File: src/rtl/gtd_pkg.sv
package gtd_pkg;

    // Recurrence state width (q1, q2), signed.
    localparam int STATE_BITS = 32;
    // Config register widths.
    localparam int COEFF_W    = 16;
    localparam int LEN_W      = 12;
    localparam int POW_W      = 63;
    // Sample counter follows the block length register.
    localparam int COUNT_BITS = LEN_W;
    // Q2.14 coefficient.
    localparam int FRAC_BITS  = 14;

    localparam int PROD_W     = 2 * STATE_BITS;
    // Power accumulator: (q1^2 + q2^2) << 14 minus coeff*q1*q2, plus headroom.
    localparam int ACC_RAW_W  = 2 * STATE_BITS + 18;
    localparam int ACC_W      = (ACC_RAW_W > FRAC_BITS + POW_W + 2) ?
                                ACC_RAW_W : FRAC_BITS + POW_W + 2;

    // Config register indexes.
    localparam int CFG_IDX_W        = 2;
    localparam logic [CFG_IDX_W-1:0] CFG_COEFF     = 2'd0;
    localparam logic [CFG_IDX_W-1:0] CFG_BLOCK_LEN = 2'd1;
    localparam logic [CFG_IDX_W-1:0] CFG_THRESHOLD = 2'd2;

    localparam logic [COEFF_W-1:0] COEFF_RST     = '0;
    localparam logic [LEN_W-1:0]   BLOCK_LEN_RST = 12'd400;
    localparam logic [POW_W-1:0]   THRESHOLD_RST = 63'd500000;

    // Power accumulator operations.
    typedef enum logic [2:0] {
        ACC_HOLD,
        ACC_LOAD,    // acc = (prod << 14) + rounding half
        ACC_ADD,     // acc += prod << 14
        ACC_SUB_HI,  // acc -= prod << 16
        ACC_SUB_LO,  // acc -= prod
        ACC_SAT      // power = clamp(acc >> 14)
    } t_acc_op;

endpackage

File: src/rtl/gtd_mul.sv
module gtd_mul (
    input  logic                                   i_clk,
    input  logic signed [gtd_pkg::STATE_BITS-1:0]  i_a,
    input  logic signed [gtd_pkg::STATE_BITS-1:0]  i_b,
    output logic signed [gtd_pkg::PROD_W-1:0]      o_prod
);

    logic signed [gtd_pkg::PROD_W-1:0] r_prod;

    always_ff @(posedge i_clk) begin
        r_prod <= i_a * i_b;
    end

    assign o_prod = r_prod;

endmodule

File: src/rtl/gtd_pwr.sv
module gtd_pwr (
    input  logic                                i_clk,
    input  gtd_pkg::t_acc_op                    i_op,
    input  logic signed [gtd_pkg::PROD_W-1:0]   i_prod,
    output logic [gtd_pkg::POW_W-1:0]           o_power
);

    localparam int AW = gtd_pkg::ACC_W;
    localparam int FB = gtd_pkg::FRAC_BITS;
    localparam int PW = gtd_pkg::POW_W;

    logic signed [AW-1:0] r_acc;
    logic signed [AW-1:0] n_acc;
    logic signed [AW-1:0] prod_ext;
    logic [PW-1:0]        r_power;
    logic [PW-1:0]        n_sat;

    assign prod_ext = AW'(i_prod);

    always_comb begin
        n_acc = r_acc;
        case (i_op)
            gtd_pkg::ACC_LOAD:   n_acc = (prod_ext <<< FB) + (AW'(1) <<< (FB - 1));
            gtd_pkg::ACC_ADD:    n_acc = r_acc + (prod_ext <<< FB);
            gtd_pkg::ACC_SUB_HI: n_acc = r_acc - (prod_ext <<< 16);
            gtd_pkg::ACC_SUB_LO: n_acc = r_acc - prod_ext;
            default:             n_acc = r_acc;
        endcase
    end

    // Negative reads as zero; anything past 63 bits clamps.
    always_comb begin
        if (r_acc[AW-1]) begin
            n_sat = '0;
        end else if (|r_acc[AW-2:FB+PW]) begin
            n_sat = {PW{1'b1}};
        end else begin
            n_sat = r_acc[FB+PW-1:FB];
        end
    end

    always_ff @(posedge i_clk) begin
        r_acc <= n_acc;
        if (i_op == gtd_pkg::ACC_SAT) begin
            r_power <= n_sat;
        end
    end

    assign o_power = r_power;

endmodule

File: src/rtl/goertzel_tone_detector_core.sv
// Per item: a sample that does not close a block goes through multiply and update.
// A block-closing sample then makes five more passes through the one shared 32x32
// multiplier, then clamp and threshold compare, plus any wait on a held result.
// One item at a time; o_in_stall is high while an item is in work.
// Reset (i_rst_n low, synchronous) clears q1, q2, the sample count and the output
// valid, and loads coeff = 0, block_length = 400, power_threshold = 500000.
module goertzel_tone_detector_core #(
    parameter int SAMPLE_BITS = 12
) (
    input  logic                               i_clk,
    input  logic                               i_rst_n,
    // sample channel
    input  logic                               i_in_valid,
    output logic                               o_in_stall,
    input  logic [SAMPLE_BITS-1:0]             i_sample,
    // result channel
    output logic                               o_out_valid,
    input  logic                               i_out_stall,
    output logic [gtd_pkg::POW_W-1:0]          o_power,
    output logic                               o_tone_present,
    // config write port
    input  logic                               i_cfg_we,
    input  logic [gtd_pkg::CFG_IDX_W-1:0]      i_cfg_index,
    input  logic [gtd_pkg::POW_W-1:0]          i_cfg_data
);

    localparam int SB   = gtd_pkg::STATE_BITS;
    localparam int CW   = gtd_pkg::COEFF_W;
    localparam int PW   = gtd_pkg::PROD_W;
    localparam int FB   = gtd_pkg::FRAC_BITS;
    localparam int CB   = gtd_pkg::COUNT_BITS;
    // coeff*q1 rounded half up and shifted down by 14 bits, minus q2, plus sample: two bits of growth
    localparam int RW   = PW - FB;
    localparam int SUMW = RW + 2;

    typedef enum logic [3:0] {
        S_IDLE,
        S_REC_MUL,   // coeff * q1
        S_REC_UPD,   // q0 = round(coeff*q1) - q2 + x, count the sample
        S_P_Q1,      // q1 * q1
        S_P_Q2,      // q2 * q2, acc = q1^2 << 14 + half
        S_P_CQ,      // coeff * q1, acc += q2^2 << 14
        S_P_MH,      // hi(coeff*q1) * q2, keep the low 16 bits
        S_P_ML,      // lo(coeff*q1) * q2, acc -= hi part << 16
        S_P_SUB,     // acc -= lo part
        S_P_SAT,     // clamp to 63 bits, clear block state
        S_P_OUT      // threshold compare into the output register
    } t_state;

    t_state r_state;

    // config
    logic signed [CW-1:0]            r_coeff;
    logic [gtd_pkg::LEN_W-1:0]       r_block_len;
    logic [gtd_pkg::POW_W-1:0]       r_thresh;

    // recurrence state
    logic signed [SB-1:0]            r_q1;
    logic signed [SB-1:0]            r_q2;
    logic [CB-1:0]                   r_cnt;
    logic signed [SAMPLE_BITS-1:0]   r_x;
    logic [15:0]                     r_ml;

    // output register
    logic                            r_out_valid;
    logic [gtd_pkg::POW_W-1:0]       r_out_power;
    logic                            r_out_tone;

    // shared multiplier
    logic signed [SB-1:0]            mul_a;
    logic signed [SB-1:0]            mul_b;
    logic signed [PW-1:0]            prod;
    gtd_pkg::t_acc_op                acc_op;
    logic [gtd_pkg::POW_W-1:0]       power;

    logic signed [SB-1:0]            coeff_ext;
    logic signed [PW-1:0]            prod_rnd;
    logic signed [SUMW-1:0]          n_sum;
    logic signed [SB-1:0]            n_q0;
    logic [CB:0]                     n_cnt_inc;
    logic                            n_block_end;
    logic                            out_free;
    logic                            in_accept;

    assign coeff_ext = SB'(r_coeff);
    assign in_accept = i_in_valid && (r_state == S_IDLE);
    assign out_free  = !r_out_valid || !i_out_stall;

    // Operand select for the shared multiplier
    always_comb begin
        mul_a = coeff_ext;
        mul_b = r_q1;
        unique case (r_state)
            S_P_Q1: begin
                mul_a = r_q1;
                mul_b = r_q1;
            end
            S_P_Q2: begin
                mul_a = r_q2;
                mul_b = r_q2;
            end
            S_P_MH: begin
                // coeff*q1 fits SB+16 bits; top SB bits are the high partial
                mul_a = prod[SB+15:16];
                mul_b = r_q2;
            end
            S_P_ML: begin
                mul_a = SB'({1'b0, r_ml});
                mul_b = r_q2;
            end
            default: begin
                mul_a = coeff_ext;
                mul_b = r_q1;
            end
        endcase
    end

    always_comb begin
        acc_op = gtd_pkg::ACC_HOLD;
        unique case (r_state)
            S_P_Q2:  acc_op = gtd_pkg::ACC_LOAD;
            S_P_CQ:  acc_op = gtd_pkg::ACC_ADD;
            S_P_ML:  acc_op = gtd_pkg::ACC_SUB_HI;
            S_P_SUB: acc_op = gtd_pkg::ACC_SUB_LO;
            S_P_SAT: acc_op = gtd_pkg::ACC_SAT;
            default: acc_op = gtd_pkg::ACC_HOLD;
        endcase
    end

    gtd_mul u_mul (
        .i_clk  (i_clk),
        .i_a    (mul_a),
        .i_b    (mul_b),
        .o_prod (prod)
    );

    gtd_pwr u_pwr (
        .i_clk   (i_clk),
        .i_op    (acc_op),
        .i_prod  (prod),
        .o_power (power)
    );

    // Recurrence update: round half up on the Q2.14 product, saturate to state width
    always_comb begin
        prod_rnd = prod + (PW'(1) <<< (FB - 1));
        n_sum    = SUMW'($signed(prod_rnd[PW-1:FB])) - SUMW'(r_q2) + SUMW'(r_x);
        if (n_sum[SUMW-1:SB-1] == '0 || n_sum[SUMW-1:SB-1] == '1) begin
            n_q0 = n_sum[SB-1:0];
        end else if (n_sum[SUMW-1]) begin
            n_q0 = {1'b1, {(SB-1){1'b0}}};
        end else begin
            n_q0 = {1'b0, {(SB-1){1'b1}}};
        end
        // length zero closes every sample, as length one does
        n_cnt_inc   = {1'b0, r_cnt} + (CB+1)'(1);
        n_block_end = (n_cnt_inc >= {1'b0, r_block_len});
    end

    // Config writes; unknown index is dropped
    always_ff @(posedge i_clk) begin
        if (!i_rst_n) begin
            r_coeff     <= gtd_pkg::COEFF_RST;
            r_block_len <= gtd_pkg::BLOCK_LEN_RST;
            r_thresh    <= gtd_pkg::THRESHOLD_RST;
        end else if (i_cfg_we) begin
            unique case (i_cfg_index)
                gtd_pkg::CFG_COEFF:     r_coeff     <= i_cfg_data[CW-1:0];
                gtd_pkg::CFG_BLOCK_LEN: r_block_len <= i_cfg_data[gtd_pkg::LEN_W-1:0];
                gtd_pkg::CFG_THRESHOLD: r_thresh    <= i_cfg_data;
                default: ;
            endcase
        end
    end

    // Sequencer, state and output register
    always_ff @(posedge i_clk) begin
        if (!i_rst_n) begin
            r_state     <= S_IDLE;
            r_q1        <= '0;
            r_q2        <= '0;
            r_cnt       <= '0;
            r_out_valid <= 1'b0;
        end else begin
            // S_P_OUT handles the take of a held result itself
            if (r_out_valid && !i_out_stall && r_state != S_P_OUT) begin
                r_out_valid <= 1'b0;
            end
            unique case (r_state)
                S_IDLE: begin
                    if (in_accept) begin
                        // centre: subtract half scale = flip the top bit
                        r_x     <= {~i_sample[SAMPLE_BITS-1], i_sample[SAMPLE_BITS-2:0]};
                        r_state <= S_REC_MUL;
                    end
                end
                S_REC_MUL: r_state <= S_REC_UPD;
                S_REC_UPD: begin
                    r_q2 <= r_q1;
                    r_q1 <= n_q0;
                    if (n_block_end) begin
                        r_state <= S_P_Q1;
                    end else begin
                        r_cnt   <= n_cnt_inc[CB-1:0];
                        r_state <= S_IDLE;
                    end
                end
                S_P_Q1:  r_state <= S_P_Q2;
                S_P_Q2:  r_state <= S_P_CQ;
                S_P_CQ:  r_state <= S_P_MH;
                S_P_MH: begin
                    r_ml    <= prod[15:0];
                    r_state <= S_P_ML;
                end
                S_P_ML:  r_state <= S_P_SUB;
                S_P_SUB: r_state <= S_P_SAT;
                S_P_SAT: begin
                    r_q1    <= '0;
                    r_q2    <= '0;
                    r_cnt   <= '0;
                    r_state <= S_P_OUT;
                end
                S_P_OUT: begin
                    // hold until the previous result has been taken
                    if (out_free) begin
                        r_out_valid <= 1'b1;
                        r_out_power <= power;
                        r_out_tone  <= (power > r_thresh);
                        r_state     <= S_IDLE;
                    end
                end
                default: r_state <= S_IDLE;
            endcase
        end
    end

    assign o_in_stall     = (r_state != S_IDLE);
    assign o_out_valid    = r_out_valid;
    assign o_power        = r_out_power;
    assign o_tone_present = r_out_tone;

endmodule

File: config.mk
export PLATFORM = sky130hd
export DESIGN_NAME = goertzel_tone_detector_core
export DESIGN_NICKNAME = d
export VERILOG_FILES = /design/src/rtl/gtd_pkg.sv /design/src/rtl/gtd_mul.sv /design/src/rtl/gtd_pwr.sv /design/src/rtl/goertzel_tone_detector_core.sv
export SDC_FILE = /design/constraint.sdc
export NUM_CORES = 2
export LEC_CHECK = 0
export ABC_AREA = 1
export ABC_CLOCK_PERIOD_IN_PS = 9500
export BUFFER_PORTS_ARGS = -buffer_cell sky130_fd_sc_hd__buf_2
export CAP_MARGIN = 40
export CELL_PAD_IN_SITES_DETAIL_PLACEMENT = 0
export CELL_PAD_IN_SITES_GLOBAL_PLACEMENT = 1
export CORE_MARGIN = 2
export CORE_UTILIZATION = 48
export CTS_CLUSTER_SIZE = 8
export DETAILED_ROUTE_END_ITERATION = 6
export PLACE_DENSITY = 0.93
export SKIP_CTS_REPAIR_TIMING = 1
export SKIP_LAST_GASP = 1
export SLEW_MARGIN = 20
export SYNTH_ARGS = -nofsm -noshare
export SYNTH_HDL_FRONTEND = slang
export SYNTH_HIERARCHICAL = 1
export SYNTH_SLANG_ARGS = --single-unit
File: constraint.sdc
create_clock -name i_clk -period 9.5 [get_ports i_clk]
set_clock_uncertainty 0.15 [all_clocks]
set_input_delay 1.9 -clock i_clk [delete_from_list [all_inputs] [get_ports i_clk]]
set_output_delay 1.9 -clock i_clk [all_outputs]
set_load 0.02 [all_outputs]
==> metrics.txt <==
syn avg cell area 6.72 um^2; non-filler instance count after layout 15400; multi-input gate area in the final layout 0.0607 mm^2; Clock Power Share 13.2%; share of cells above drive strength 1 6.62%; Switching Share 57.8%; mean routed wirelength per cell 23.9 um; CTS tree yes; total power 19.5 mW; Antenna Nets Post-Route 0; Reg power frac 14.6%; Internal Power 8.21 mW; Die Wd 428 um; Net Count, Synth 14600; I/O pins 148; area growth from synthesis to layout 9.07%; Ys Warns 6; H-tree Lvls 3; final WL 369000 um; CP Capture Type flip-flop; Initial Util 48.3%; GR Util All Layers 40.0%; Final Hold Viols 0; Yosys top cell area share 26.4%; most common cell after layout, fill and taps aside nand2_1; Final min period 9.28 ns; CP Launch Type flip-flop; mapped cell area 0.0862 mm^2; largest net degree at the start of global routing 95; Slew headroom 35.8%; Clock Root Buffer clkbuf_16; Final setup viols 0; Least-Margin Pin Slew 0.961 ns; vias per std cell 5.51; Hold Crit Class flip-flop to flip-flop; via count 84900; Tcrit/Tclk final 97.7%; first-pass detailed-route iteration total 7; DR DRC count 2; failing checks DRC; row cnt 155; Die ar. 0.183 mm^2; outcome finished with violations; flip-flop and latch area 0.0118 mm^2; first-pass GRT wire length 542000 um; PwrDens 207 mW/mm^2; routability cong. 1.15; CTS Sinks 473; number of synthesized flops with an enable pin 237; Max VDD drop 161 uV; critical path peak fanout 34; crit path DAT 9.69 ns; combinational power share 72.1%; # placed instances 15300; DRT iter0 DRCs 10800; Port Buffer Count 147; Finished Cell Area 0.0941 mm^2; Slew Limit Fails 0; RSZ-0062 raised after global routing yes; Cell variety after synth 61; Post-DP HPWL 314000 um; Clk pin slew, worst setup/hold paths 0.06 ns; dpl cell area 0.0917 mm^2; Crit Path Class flip-flop to flip-flop; max frequency 108 MHz; Synth async-reset ratio 0%; most frequent cells in the layout 3967 x nand2_1, 3378 x inv_1, 1134 x fa_1, 685 x nor2_1, 585 x a21oi_1; vias in the first global route 82000; nets 14800; post-synthesis register bit count 473; synth top area cells fa_1 26%, nand2_1 17%, inv_1 15%, edfxtp_1 8.3%, ha_1 7.6%; slowest stage delay, CP 0.60 ns; initial antenna violation count 23; Die H 428 um; crit path max-delay cell type fa_1; TritonCTS Buffers 72; max-cap violations 0; Seq/Total Area, Yosys 13.7%; Synth Flop Type edfxtp_1; Core Footprint 0.178 mm^2; Clock Path Buffers 3; # fillers 17900; most common cell type on the critical path fa_1; global route overflow 0; Clk Latency, worst-skew pair 0.70 ns; switching pwr 11.3 mW; P_leak 53.0 nW; Synth area leader fa_1; CP required 9.91 ns; Post-Synthesis Cells 12800
[synth_stat cells (all sizes together), types with 3 or more instances]
library cell	number
and2	14
nor3	99
and3	4
a211oi	6
a221oi	16
o21a	9
o21ai	403
or2	47
inv	3416
a21o	7
xor2	87
fa	1135
nand4	129
dfxtp	236
a31oi	7
nand3b	43
nor4	34
o21bai	56
nor2	792
o221ai	3
xnor2	41
o211ai	12
ha	524
nand3	509
nand2	4046
a21oi	591
clkbuf	286
edfxtp	237
buf	20
o2111ai	23
[power groups by stage]
| stage | clock network [mW] | registers [mW] | logic (mW) |
|---|---|---|---|
| floorplan | 0 | 2.65 | 8.54 |
| global placement | 0 | 2.88 | 13.4 |
| detailed placement | 0 | 2.85 | 13.6 |
| CTS | 2.60 | 2.82 | 13.7 |
| global route | 2.68 | 2.84 | 15.3 |
| finish | 2.58 | 2.85 | 14.0 |
[registers in the layout, summed over array words and instances, names as in the netlist, 4 cells and up]
signal and cells:
u_pwr/r_acc 82, u_mul/o_prod 64, o_power 63, r_thresh 63
u_pwr/o_power 63, r_q1 32, r_q2 32, r_coeff 16
r_ml 16, r_block_len 12, r_cnt 12, r_x 12
r_state 4
[critical path: cells and delay by family (launching register included)]
kind / cells / cell delay [ns]
simple gates: 13 / 1.91
compound gates: 2 / 0.58
buf+inv: 11 / 1.49
fa+ha+maj: 9 / 4.59
flops: 1 / 0.32
[cell families after synthesis]
family                     synth area share (%)
xor gates and xnor gates                   1.30
adders and majority gates                  34.0
and+or+nand+nor                            27.6
DFF                                        13.7
AOI/OAI and AO/OA                          7.10
buffers and inverters                      16.4
[worst paths after layout]
check	startpoint	endpoint	slack [ns]	cells past startpoint
worst max register to register	r_state[3]$_SDFFE_PN0P_	u_mul/o_prod[58]$_DFF_P_	0.22	35
worst min register to register	u_pwr/o_power[58]$_SDFFCE_PP0N_	o_power[58]$_DFFE_PP_	0.30	0
worst max-delay path	r_state[3]$_SDFFE_PN0P_	u_mul/o_prod[58]$_DFF_P_	0.22	35
worst min-delay path	u_pwr/o_power[58]$_SDFFCE_PP0N_	o_power[58]$_DFFE_PP_	0.30	0
[cell type report]
class | count | area share (%)
Antenna cell | 3 | 0.00798
Inverter | 3418 | 13.6
Multi-Input combinational cell | 8644 | 64.5
Clock buffer | 115 | 2.14
Sequential cell | 473 | 12.6
Tap cell | 2355 | 3.13
Clock inverter | 11 | 0.205
Timing Repair Buffer | 404 | 3.74
[metrics by stage]
| stage | worst slack (ns) | hold WS (ns) | util, % | TNS [ns] |
|---|---|---|---|---|
| 5_1_grt | -0.00716 | 0.319 | 52.7 | -0.00716 |
| 3_3_place_gp | 0.123 | 0.290 | 51.3 | 0 |
| 6_report | 0.220 | 0.301 | 52.7 | 0 |
| 2_1_floorplan | 0.785 | 0.276 | - | 0 |
| 3_5_place_dp | 0.175 | 0.292 | 51.4 | 0 |
| 4_1_cts | 0.134 | 0.300 | 52.7 | 0 |
[metal layers]
| metal | global-route usage, % | part of all wire (%) | up-vias | wire length, um |
|---|---|---|---|---|
| met5 | 0 | 0.013 | - | 48 |
| met4 | 10.1 | 2.9 | 8 | 10800 |
| met3 | 10.8 | 13 | 511 | 47800 |
| met2 | 55.2 | 39 | 4827 | 145000 |
| met1 | 61.0 | 45 | 41100 | 166000 |
| li1 | - | - | 38400 | - |
Note: power is estimated with default switching activity, not from simulation.
